--- src/rtl/isa_pkg.sv ---
// Package with widths, operation and status codes, and cell control types for the shift array.
package isa_pkg;

    localparam int CW = 6;
    localparam int DW = 32;
    localparam int DEF_DEPTH = 32;

    localparam logic [2:0] FN_APPEND = 3'd0;
    localparam logic [2:0] FN_REMOVE = 3'd1;
    localparam logic [2:0] FN_INSERT = 3'd2;
    localparam logic [2:0] FN_DELETE = 3'd3;
    localparam logic [2:0] FN_LIST   = 3'd4;

    localparam logic [1:0] ST_OK         = 2'd0;
    localparam logic [1:0] ST_INS_REFUSE = 2'd1;
    localparam logic [1:0] ST_DEL_REFUSE = 2'd2;
    localparam logic [1:0] ST_LIST_EMPTY = 2'd3;

    localparam logic [1:0] CELL_HOLD   = 2'd0;
    localparam logic [1:0] CELL_INSERT = 2'd1;
    localparam logic [1:0] CELL_DELETE = 2'd2;
    localparam logic [1:0] CELL_ROTATE = 2'd3;

    typedef struct packed {
        logic [1:0]           op;
        logic [CW-1:0]        pos;
        logic [CW-1:0]        last_idx;
        logic signed [DW-1:0] value;
    } isa_cell_ctrl_t;

endpackage

--- src/rtl/isa_channels.sv ---
// Valid/ready channel interfaces for the shift array input and result streams.
interface isa_in_if
    import isa_pkg::*;
();
    logic                 valid;
    logic                 ready;
    logic [2:0]           func;
    logic [CW-1:0]        position;
    logic signed [DW-1:0] value;

    modport source (output valid, output func, output position, output value, input ready);
    modport sink (input valid, input func, input position, input value, output ready);
endinterface

interface isa_out_if
    import isa_pkg::*;
();
    logic                 valid;
    logic                 ready;
    logic [1:0]           status;
    logic signed [DW-1:0] item;
    logic [CW-1:0]        item_position;
    logic [CW-1:0]        entry_count;
    logic                 last;

    modport source (output valid, output status, output item, output item_position,
                    output entry_count, output last, input ready);
    modport sink (input valid, input status, input item, input item_position,
                  input entry_count, input last, output ready);
endinterface

--- src/rtl/isa_cell.sv ---
// One storage cell of the shift chain, holding a single entry.
module isa_cell
    import isa_pkg::*;
#(
    parameter int IDX = 0
)
(
    input  logic                 clk,
    input  isa_cell_ctrl_t       ctrl,
    input  logic signed [DW-1:0] prev_data,
    input  logic signed [DW-1:0] next_data,
    input  logic signed [DW-1:0] head_data,
    output logic signed [DW-1:0] data
);

    localparam logic [CW-1:0] MY_IDX = CW'(IDX);

    logic signed [DW-1:0] data_reg;
    logic signed [DW-1:0] data_next;

    always_comb
    begin
        data_next = data_reg;
        case (ctrl.op)
            CELL_INSERT:
            begin
                if (MY_IDX == ctrl.pos)
                    data_next = ctrl.value;
                else if (MY_IDX > ctrl.pos)
                    data_next = prev_data;
            end
            CELL_DELETE:
            begin
                if (MY_IDX >= ctrl.pos)
                    data_next = next_data;
            end
            CELL_ROTATE:
            begin
                if (MY_IDX == ctrl.last_idx)
                    data_next = head_data;
                else if (MY_IDX < ctrl.last_idx)
                    data_next = next_data;
            end
            default:
            begin
                data_next = data_reg;
            end
        endcase
    end

    always_ff @(posedge clk)
    begin
        data_reg <= data_next;
    end

    assign data = data_reg;

endmodule

--- src/rtl/isa_ctrl.sv ---
// Controller that checks each operation, keeps the entry count, drives the chain and the result register.
module isa_ctrl
    import isa_pkg::*;
#(
    parameter int DEPTH = DEF_DEPTH
)
(
    input  logic                 clk,
    input  logic                 rst_n,
    isa_in_if.sink               in_ch,
    isa_out_if.source            out_ch,
    input  logic signed [DW-1:0] head_data,
    output isa_cell_ctrl_t       cell_ctrl
);

    localparam logic [CW-1:0] DEPTH_C = CW'(DEPTH);
    localparam logic          S_IDLE  = 1'b0;
    localparam logic          S_LIST  = 1'b1;

    logic                 state_reg, state_next;
    logic [CW-1:0]        count_reg, count_next;
    logic [CW-1:0]        idx_reg, idx_next;
    logic                 ovalid_reg, ovalid_next;
    logic [1:0]           status_reg, status_next;
    logic signed [DW-1:0] item_reg, item_next;
    logic [CW-1:0]        ipos_reg, ipos_next;
    logic [CW-1:0]        ecount_reg, ecount_next;
    logic                 last_reg, last_next;

    logic          out_free;
    logic          accept;
    logic          emit;
    logic [CW-1:0] last_idx;

    assign out_free     = !ovalid_reg || out_ch.ready;
    assign in_ch.ready  = (state_reg == S_IDLE) && out_free;
    assign accept       = in_ch.valid && in_ch.ready;
    assign last_idx     = count_reg - CW'(1);

    always_comb
    begin
        state_next         = state_reg;
        count_next         = count_reg;
        idx_next           = idx_reg;
        emit               = 1'b0;
        status_next        = status_reg;
        item_next          = item_reg;
        ipos_next          = ipos_reg;
        last_next          = last_reg;
        cell_ctrl.op       = CELL_HOLD;
        cell_ctrl.pos      = in_ch.position;
        cell_ctrl.last_idx = last_idx;
        cell_ctrl.value    = in_ch.value;

        if (state_reg == S_IDLE)
        begin
            if (accept)
            begin
                emit        = 1'b1;
                status_next = ST_OK;
                item_next   = '0;
                ipos_next   = '0;
                last_next   = 1'b1;
                case (in_ch.func)
                    FN_APPEND:
                    begin
                        if (count_reg >= DEPTH_C)
                            status_next = ST_INS_REFUSE;
                        else
                        begin
                            cell_ctrl.op  = CELL_INSERT;
                            cell_ctrl.pos = count_reg;
                            count_next    = count_reg + CW'(1);
                        end
                    end
                    FN_REMOVE:
                    begin
                        if (count_reg == '0)
                            status_next = ST_DEL_REFUSE;
                        else
                        begin
                            cell_ctrl.op  = CELL_DELETE;
                            cell_ctrl.pos = last_idx;
                            count_next    = last_idx;
                        end
                    end
                    FN_INSERT:
                    begin
                        if (count_reg >= DEPTH_C || in_ch.position > count_reg)
                            status_next = ST_INS_REFUSE;
                        else
                        begin
                            cell_ctrl.op = CELL_INSERT;
                            count_next   = count_reg + CW'(1);
                        end
                    end
                    FN_DELETE:
                    begin
                        if (count_reg == '0 || in_ch.position >= count_reg)
                            status_next = ST_DEL_REFUSE;
                        else
                        begin
                            cell_ctrl.op = CELL_DELETE;
                            count_next   = last_idx;
                        end
                    end
                    FN_LIST:
                    begin
                        if (count_reg == '0)
                            status_next = ST_LIST_EMPTY;
                        else
                        begin
                            emit       = 1'b0;
                            state_next = S_LIST;
                            idx_next   = '0;
                        end
                    end
                    default:
                    begin
                        status_next = ST_OK;
                    end
                endcase
            end
        end
        else if (out_free)
        begin
            // Entry zero is read out while the chain rotates by one place.
            emit         = 1'b1;
            status_next  = ST_OK;
            item_next    = head_data;
            ipos_next    = idx_reg;
            last_next    = (idx_reg == last_idx);
            cell_ctrl.op = CELL_ROTATE;
            idx_next     = idx_reg + CW'(1);
            if (idx_reg == last_idx)
                state_next = S_IDLE;
        end

        ecount_next = count_next;
        ovalid_next = emit || (ovalid_reg && !out_ch.ready);
    end

    always_ff @(posedge clk or negedge rst_n)
    begin
        if (!rst_n)
        begin
            state_reg  <= S_IDLE;
            count_reg  <= '0;
            idx_reg    <= '0;
            ovalid_reg <= 1'b0;
        end
        else
        begin
            state_reg  <= state_next;
            count_reg  <= count_next;
            idx_reg    <= idx_next;
            ovalid_reg <= ovalid_next;
        end
    end

    always_ff @(posedge clk)
    begin
        if (emit)
        begin
            status_reg <= status_next;
            item_reg   <= item_next;
            ipos_reg   <= ipos_next;
            ecount_reg <= ecount_next;
            last_reg   <= last_next;
        end
    end

    assign out_ch.valid         = ovalid_reg;
    assign out_ch.status        = status_reg;
    assign out_ch.item          = item_reg;
    assign out_ch.item_position = ipos_reg;
    assign out_ch.entry_count   = ecount_reg;
    assign out_ch.last          = last_reg;

endmodule

--- src/rtl/indexed_shift_array_unit.sv ---
// Top level of the indexed shift array: a chain of entry cells and its controller.
//
// Usage: operations arrive on in_ch (func, position, value) and results leave on
// out_ch (status, item, item_position, entry_count, last). A transaction occurs
// when valid and ready are both high at a rising clock edge.
// For append, remove last, insert and delete, the cells from the position on
// load at the same edge, so later entries move in one step. The result is
// registered and shows on out_ch in the cycle after the input transaction,
// and a new operation may be accepted every cycle while the result register
// is empty or being read.
// A listing emits one result per cycle while the result register is empty or
// being read, taken from the first cell while the chain rotates by one place;
// input is not accepted until its last result is registered.
// The rotation leaves the entries in their original order at the end.
// Reset clears the entry count, the controller state and the result valid;
// cell contents are not reset and are never read out at or above the count.
// When the receiver holds ready low, the result register holds its value and
// input stops being accepted until that result is taken.
module indexed_shift_array_unit
    import isa_pkg::*;
#(
    parameter int DEPTH = DEF_DEPTH
)
(
    input  logic      clk,
    input  logic      rst_n,
    isa_in_if.sink    in_ch,
    isa_out_if.source out_ch
);

    isa_cell_ctrl_t       cell_ctrl;
    logic signed [DW-1:0] cell_data [DEPTH];

    isa_ctrl #(
        .DEPTH (DEPTH)
    ) u_ctrl (
        .clk       (clk),
        .rst_n     (rst_n),
        .in_ch     (in_ch),
        .out_ch    (out_ch),
        .head_data (cell_data[0]),
        .cell_ctrl (cell_ctrl)
    );

    for (genvar i = 0; i < DEPTH; i++)
    begin : g_cell
        logic signed [DW-1:0] prev_d;
        logic signed [DW-1:0] next_d;

        if (i == 0)
        begin : g_first
            assign prev_d = cell_data[i];
        end
        else
        begin : g_mid_prev
            assign prev_d = cell_data[i-1];
        end

        if (i == DEPTH - 1)
        begin : g_lastc
            assign next_d = cell_data[i];
        end
        else
        begin : g_mid_next
            assign next_d = cell_data[i+1];
        end

        isa_cell #(
            .IDX (i)
        ) u_cell (
            .clk       (clk),
            .ctrl      (cell_ctrl),
            .prev_data (prev_d),
            .next_data (next_d),
            .head_data (cell_data[0]),
            .data      (cell_data[i])
        );
    end

endmodule

--- src/flat_wrapper.sv ---
// flat-port wrapper written by rule: the top's interface ports become plain ports
module indexed_shift_array_unit_flat import isa_pkg::*;
#(
    parameter int DEPTH = DEF_DEPTH
)
  (clk, rst_n, in_ch_valid, in_ch_func, in_ch_position, in_ch_value, in_ch_ready, out_ch_valid, out_ch_status, out_ch_item, out_ch_item_position, out_ch_entry_count, out_ch_last, out_ch_ready);
  isa_in_if in_ch_i ();
  isa_out_if out_ch_i ();
  input  logic clk;
  input  logic rst_n;
  input wire logic [$bits(in_ch_i.valid)-1:0] in_ch_valid;
  input wire logic [$bits(in_ch_i.func)-1:0] in_ch_func;
  input wire logic [$bits(in_ch_i.position)-1:0] in_ch_position;
  input wire logic [$bits(in_ch_i.value)-1:0] in_ch_value;
  output wire logic [$bits(in_ch_i.ready)-1:0] in_ch_ready;
  output wire logic [$bits(out_ch_i.valid)-1:0] out_ch_valid;
  output wire logic [$bits(out_ch_i.status)-1:0] out_ch_status;
  output wire logic [$bits(out_ch_i.item)-1:0] out_ch_item;
  output wire logic [$bits(out_ch_i.item_position)-1:0] out_ch_item_position;
  output wire logic [$bits(out_ch_i.entry_count)-1:0] out_ch_entry_count;
  output wire logic [$bits(out_ch_i.last)-1:0] out_ch_last;
  input wire logic [$bits(out_ch_i.ready)-1:0] out_ch_ready;
  assign in_ch_i.valid = in_ch_valid;
  assign in_ch_i.func = in_ch_func;
  assign in_ch_i.position = in_ch_position;
  assign in_ch_i.value = in_ch_value;
  assign in_ch_ready = in_ch_i.ready;
  assign out_ch_valid = out_ch_i.valid;
  assign out_ch_status = out_ch_i.status;
  assign out_ch_item = out_ch_i.item;
  assign out_ch_item_position = out_ch_i.item_position;
  assign out_ch_entry_count = out_ch_i.entry_count;
  assign out_ch_last = out_ch_i.last;
  assign out_ch_i.ready = out_ch_ready;
  indexed_shift_array_unit #(.DEPTH(DEPTH)) u_core (.clk(clk), .rst_n(rst_n), .in_ch(in_ch_i), .out_ch(out_ch_i));
endmodule
--- config.mk ---
export PLATFORM = sky130hd
export DESIGN_NAME = indexed_shift_array_unit_flat
export DESIGN_NICKNAME = d
export VERILOG_FILES = /design/src/rtl/isa_pkg.sv /design/src/rtl/isa_channels.sv /design/src/rtl/isa_cell.sv /design/src/rtl/isa_ctrl.sv /design/src/rtl/indexed_shift_array_unit.sv /design/src/flat_wrapper.sv
export SDC_FILE = /design/constraint.sdc
export NUM_CORES = 2
export LEC_CHECK = 0
export ABC_CLOCK_PERIOD_IN_PS = 7500
export BUFFER_PORTS_ARGS = -buffer_cell sky130_fd_sc_hd__buf_2
export CAP_MARGIN = 20
export CORE_UTILIZATION = 46
export DETAILED_ROUTE_END_ITERATION = 16
export HOLD_SLACK_MARGIN = 0.1
export PLACE_DENSITY = 0.6
export SYNTH_ARGS = -nofsm -noshare
export SYNTH_HDL_FRONTEND = slang
export SYNTH_SLANG_ARGS = --single-unit
--- constraint.sdc ---
create_clock -name clk -period 7.5 [get_ports clk]
set_clock_uncertainty 0.1 [all_clocks]
set_input_delay 1.125 -clock clk [delete_from_list [all_inputs] [get_ports clk]]
set_output_delay 1.125 -clock clk [all_outputs]
set_load 0.01 [all_outputs]
---- Word-level counts from Yosys, hierarchy flattened ----
Cells that the tools add are included.
storage, ports and cells
  register bits ........................... 1085
  output and inout bits ................... 49
operators by class
  add/subtract/negate cells ............... 3
  $lt $le $gt $ge ......................... 96
  eq/ne operators ......................... 168
  mux-type cells .......................... 240
  bitwise gates (word level) .............. 1
  reductions and logical operators ........ 51
operator list
  kind                                                              number
  2-to-1 mux 32 bit                                                 160
  one-hot mux 32 bit (3 select lines)                               31
  == test 5 x 6 -> 1 bit, first input constant                      32
  != test 3 bit, second input constant                              61
  AND reduction 4 bit                                               31
  == test 4 x 6 -> 1 bit, first input constant                      16
  greater-than comparator 5 x 6 -> 1 bit, first input constant      16
  greater-or-equal comparator 5 x 6 -> 1 bit, first input constant  15
  < comparator 5 x 6 -> 1 bit, first input constant                 15
  2-to-1 mux 6 bit                                                  15
  != test 2 bit, second input constant                              36
  one-hot mux 32 bit (2 select lines)                               1
  == test 3 x 6 -> 1 bit, first input constant                      8
  greater-or-equal comparator 4 x 6 -> 1 bit, first input constant  8
  greater-than comparator 4 x 6 -> 1 bit, first input constant      8
  < comparator 4 x 6 -> 1 bit, first input constant                 8
  == test 2 x 6 -> 1 bit, first input constant                      4
  greater-or-equal comparator 3 x 6 -> 1 bit, first input constant  4
  greater-than comparator 3 x 6 -> 1 bit, first input constant      4
  < comparator 3 x 6 -> 1 bit, first input constant                 4
  one-hot mux 6 bit (4 select lines)                                1
  zero test 6 bit                                                   3
  2-to-1 mux 2 bit                                                  9
  2-to-1 mux 1 bit                                                  17
  other kinds (33)                                                  52

---- Longest topological paths before layout ----
  depth after elaboration ................. 10
  mapped depth ............................ 16
  gate-level depth less buffers ........... 9

---- Hierarchy ----
Synthesis repeated with hierarchy kept, for this count alone.
second synthesis, totals
  cell total of the unflattened synthesis .. 6454
  area total of the unflattened synthesis .. 70022.2 um^2
modules (own cells, without submodules)
  module                               times used  cells an instance  area an instance (um^2)  seq. area each (um^2)
  isa_ctrl                             1           321                3460.8                   1761.7
  isa_cell (u_core.g_cell[5].u_cell)   1           246                2344.7                   960.9
  isa_cell (u_core.g_cell[8].u_cell)   1           240                2265.9                   960.9
  isa_cell (u_core.g_cell[22].u_cell)  1           187                2253.4                   960.9
  isa_cell (u_core.g_cell[18].u_cell)  1           186                2232.1                   960.9
  isa_cell (u_core.g_cell[25].u_cell)  1           188                2213.4                   960.9
  isa_cell (u_core.g_cell[23].u_cell)  1           242                2212.1                   960.9
  isa_cell (u_core.g_cell[30].u_cell)  1           193                2205.9                   960.9
  isa_cell (u_core.g_cell[14].u_cell)  1           240                2200.9                   960.9
  isa_cell (u_core.g_cell[6].u_cell)   1           191                2197.1                   960.9
  isa_cell (u_core.g_cell[31].u_cell)  1           241                2182.1                   960.9
  isa_cell (u_core.g_cell[16].u_cell)  1           190                2173.3                   960.9
  isa_cell (u_core.g_cell[0].u_cell)   1           233                2169.6                   960.9
  isa_cell (u_core.g_cell[11].u_cell)  1           188                2142.1                   960.9
  19 more rows                         --          --                 --                       --

---- Least setup slack after synthesis ----
No wires, ideal clock.
  path kind ............................... register to register
  start point ............................. register u_core.u_ctrl.count_reg[0]
  end point ............................... register u_core.g_cell[18].u_cell.data_reg[0], enable pin
  library setup time ...................... 0.533 ns
  arrival ................................. 6.737 ns
  required time ........................... 6.867 ns
  slack ................................... 0.130 ns
  stages on the path, launching flop included .. 14
  period minus slack after synthesis ...... 7.370 ns
  cell sequence ........................... dfrtp_1 -> clkbuf_1 -> clkbuf_1 -> inv_1 -> ha_1 -> or3b_1 -> clkbuf_1 -> nor2_1 -> o32a_1 -> and2_1 -> clkbuf_1 -> nor2_1 -> nand2_1 -> o311ai_0
on the way
  word-level cells in the longest chain between the ends .. 9
  elaborated cells between the ends (all ways) .. 29
RTL lines
  what                                                                               line             source
  start: declaration                                                                 isa_ctrl.sv:21   logic [CW-1:0] count_reg, count_next;
  start signal: assignment                                                           isa_ctrl.sv:155  count_reg <= count_next;
  parallel branches: the longest is 8 deep, another holds subtractor 6 x 1 -> 6 bit  --
  AND reduction 4 bit (no line) (*)                                                  --
  end signal: assignment                                                             isa_cell.sv:53   data_reg <= data_next;
  end: declaration                                                                   isa_cell.sv:18   logic signed [DW-1:0] data_reg;
Every way passes the cells marked *.
A chain may end at the register's enable or synchronous reset.

---- Final worst setup path ----
  start point ............................. register u_core.u_ctrl.count_reg[0]
  end point ............................... register u_core.g_cell[12].u_cell.data_reg[26], enable pin
on the way
  word-level cells in the longest chain between the ends .. 9
  elaborated cells between the ends (all ways) .. 29
RTL lines
  what                                                                               line
  parallel branches: the longest is 8 deep, another holds subtractor 6 x 1 -> 6 bit  --
  AND reduction 4 bit (no line) (*)                                                  --
  end signal: assignment                                                             isa_cell.sv:53
  end: declaration                                                                   isa_cell.sv:18
Marked as above.

==> key figures <==
Status
  – Status: finished, final reports clean

Drt
  – Met3 routed WL: between 30,000 and 40,000 microns
  – Total iterations of the first detailed-routing run: 10
  – Routed Antenna Nets: 0
  – WL final: between 200,000 and 250,000 microns
  – Wire per inst: between 30 and 40 microns
  – Iter 0 DRT Violations: just under 9,000
  – Via-per-instance ratio: roughly 7.7
  – Top Layer Used: met4
  – M1 WL: about 93,000 microns
  – Met2 wire len: between 100,000 and 150,000 microns
  – Residual DRC: 0
  – Total number of vias: roughly 53,000

Timing
  – Period Utilization, post-route: roughly 75%
  – Min cycle time layout: about 5.6 ns
  – Final Worst Setup Slack: between 1.5 and 2 ns
  – Pins over their slew limit: 0
  – F_max: around 180 MHz
  – RSZ-0062 raised after global routing: no
  – Setup violations, final: 0
  – Worst relative slew slack: between 10% and 20%
  – Fin Hold WS: between 0.15 and 0.2 ns
  – Fin Setup TNS: 0 ns
  – Final-report hold violation count: 0
  – Worst Max-Slew Pin Slew: roughly 1.2 ns

Clocking
  – CTS tree: built
  – Root Driver: clkbuf_16
  – Clk_lat worst skew: about 0.76 ns
  – Clock Sink Count: 1,085
  – Gates resized, CTS repair: 0
  – Clk buf depth: 3
  – Total CTS buffers: roughly 120
  – Post-CTS setup buffers: 0
  – Clock slew at reported path FFs: 0.06 ns
  – Hold-fix buffers at CTS: 0
  – H-tree lvl count: 3

Global route
  – First-pass GRT wire length: approximately 350,000 microns
  – Largest net degree at the start of global routing: roughly 140
  – Tot GR Track Use: 36.5%
  – Grt ovf: 0
  – Initial antenna violation count: 6
  – Vias in the first global route: between 50,000 and 60,000

Flow run
  – Max Cap Violations: 0

Logic synthesis
  – Synth top cells by count: 1,071 x edfxtp_1, 900 x a22oi_1, 756 x o211ai_1
  – Seq cells post-synth: about 1,100
  – Top cells by area, synth: edfxtp_1 54%, a22oi_1 11%, o211ai_1 9.6%
  – Cell variety after synth: 67
  – Leading area contributor after synthesis: edfxtp_1
  – Ys async rst share: roughly 1.3%
  – Syn Std Cell Area: 59,200 sq um
  – EDFF count, synth: 1,071
  – Yosys warnings: 0
  – Synth top area share: approximately 54%
  – Sequential share of the synthesized area: 54.9%
  – Syn_nets: between 5,000 and 6,000
  – Syn avg cell area: 11.0 sq um
  – Most frequent cell after synthesis: edfxtp_1
  – Ys flop type: edfxtp_1
  – Synthesized instance count: 5,382

Worst setup path
  – Worst EP arrival: between 5 and 6 ns
  – CP startpoint kind: register
  – Worst EP required: just under 8 ns
  – Reg-to-Reg Start: u_core.u_ctrl.count_reg[0]
  – R2R Path End: u_core.g_cell[12].u_cell.data[26]
  – Crit end category: register
  – Crit Path Category: register to register
  – R2R cell count: 11
  – Register-to-Register Setup Slack: about 1.9 ns
  – Crit Path Max Fanout: 33

Die
  – Total die area: between 100,000 and 150,000 sq um
  – Die H: around 360 microns
  – CORE AREA: between 100,000 and 150,000 sq um
  – Starting Density: 46.4%
  – Num rows: around 130
  – Num ports: 94
  – Die X: ~360 microns

Power
  – Peak VDD IR: roughly 230 uV
  – Leak: 22.0 nW
  – Pwr dens: between 200 and 250 nW/um^2

Finish
  – Max reg flops: slightly above 1,000
  – # nets final: between 5,000 and 6,000
  – Share of cells above drive strength 1: between 10% and 20%
  – Synth-to-layout area growth: 10.8%

Min path
  – Hold Crit Class: input port to asynchronous set/reset pin

Placement
  – Final HPWL DP: ~140,000 microns
  – Routability congestion estimate: approximately 0.97
  – Place WS: 1.86 ns
  – Number of buffers inserted by port buffering: 93
-- placed cells by master (no fill, tap or decap), types with 32 or more instances in the layout --
cell type	Yosys	final
a22oi_1	900	899
nand3_1	654	645
o21ai_0	254	250
a22o_1	35	34
a21o_1	40	38
clkbuf_16	0	125
nor2_1	69	53
mux2i_1	270	270
o221ai_1	34	34
edfxtp_1	1071	1071
a21oi_1	34	32
buf_2	35	94
buf_4	3	199
o211ai_1	756	756
nand2_1	226	220
and2_1	46	45
-- worst max-delay path, stage by stage, from the launching register on --
cell	delay [ns]
dfrtp_1	0.87
inv_1	0.26
ha_1	0.36
or3b_1	0.34
nor3_2	0.14
o31ai_1	0.73
and2_1	0.62
nand4_1	0.16
buf_4	0.38
a21boi_0	0.26
o21ai_4	0.77
buf_4	0.31
-- cells by family (layout without fill, tap and decap cells) --
group | count (synthesis) | after routing | share of synthesized area (%)
flops | 1085 | 1085 | 54.9
other cells | 0 | 3 | 0
compound gates | 2165 | 2165 | 26.3
mux | 270 | 270 | 4.56
fa+ha+maj | 12 | 12 | 0.253
simple gates | 1106 | 1106 | 9.10
xor+xnor | 15 | 15 | 0.222
buf+inv | 729 | 540 | 4.71
-- area by class of cell --
type | instances | area, sq um
clock buffer | 153 | 3230
inverter | 10 | 37.5
sequential | 1085 | 32500
antenna | 3 | 7.51
fill | 11300 | 62100
multi-input combinational | 3568 | 24700
clock inverter | 61 | 499
tap | 1662 | 2080
timing repair buffer | 316 | 2500
-- worst max-delay path by stage --
stage | start | endpoint | slack [ns] | depth (start not counted)
2_1_floorplan | u_core.u_ctrl.count_reg[0] | u_core.g_cell[18].u_cell.data[0] | 0.13 | 13
3_3_place_gp | in_ch_valid | u_core.g_cell[12].u_cell.data[27] | 1.88 | 10
3_5_place_dp | in_ch_valid | u_core.g_cell[12].u_cell.data[27] | 1.86 | 10
4_1_cts | u_core.u_ctrl.count_reg[0] | u_core.g_cell[12].u_cell.data[26] | 2.02 | 11
5_1_grt | u_core.u_ctrl.count_reg[0] | u_core.g_cell[12].u_cell.data[24] | 1.62 | 11
6_report | u_core.u_ctrl.count_reg[0] | u_core.g_cell[12].u_cell.data[26] | 1.89 | 11
-- where the power goes --
part	switching, mW	internal (mW)
registers	0.357	7.41
logic	1.55	0.717
clock network	2.61	3.23
total	4.52	11.4
-- layer usage --
| metal | track usage, % | vias up |
|---|---|---|
| met5 | 0 | - |
| met4 | 19.7 | 0 |
| met3 | 8.88 | 864 |
| met2 | 54.6 | 4308 |
| met1 | 48.9 | 26600 |
| li1 | - | 21300 |
-- stage by stage --
stage / instances / total power, mW / util [%] / instance area [sq um]
2_1_floorplan: 5382 / 9.12 / - / 59200
3_3_place_gp: 6624 / 9.98 / 48.1 / 61500
3_5_place_dp: 6635 / 10.0 / 48.3 / 61700
4_1_cts: 6849 / 15.8 / 51.3 / 65500
5_1_grt: 6856 / 16.3 / 51.4 / 65600
6_report: 6858 / 15.9 / 51.4 / 65600
Power figures use the tool's default switching activity.
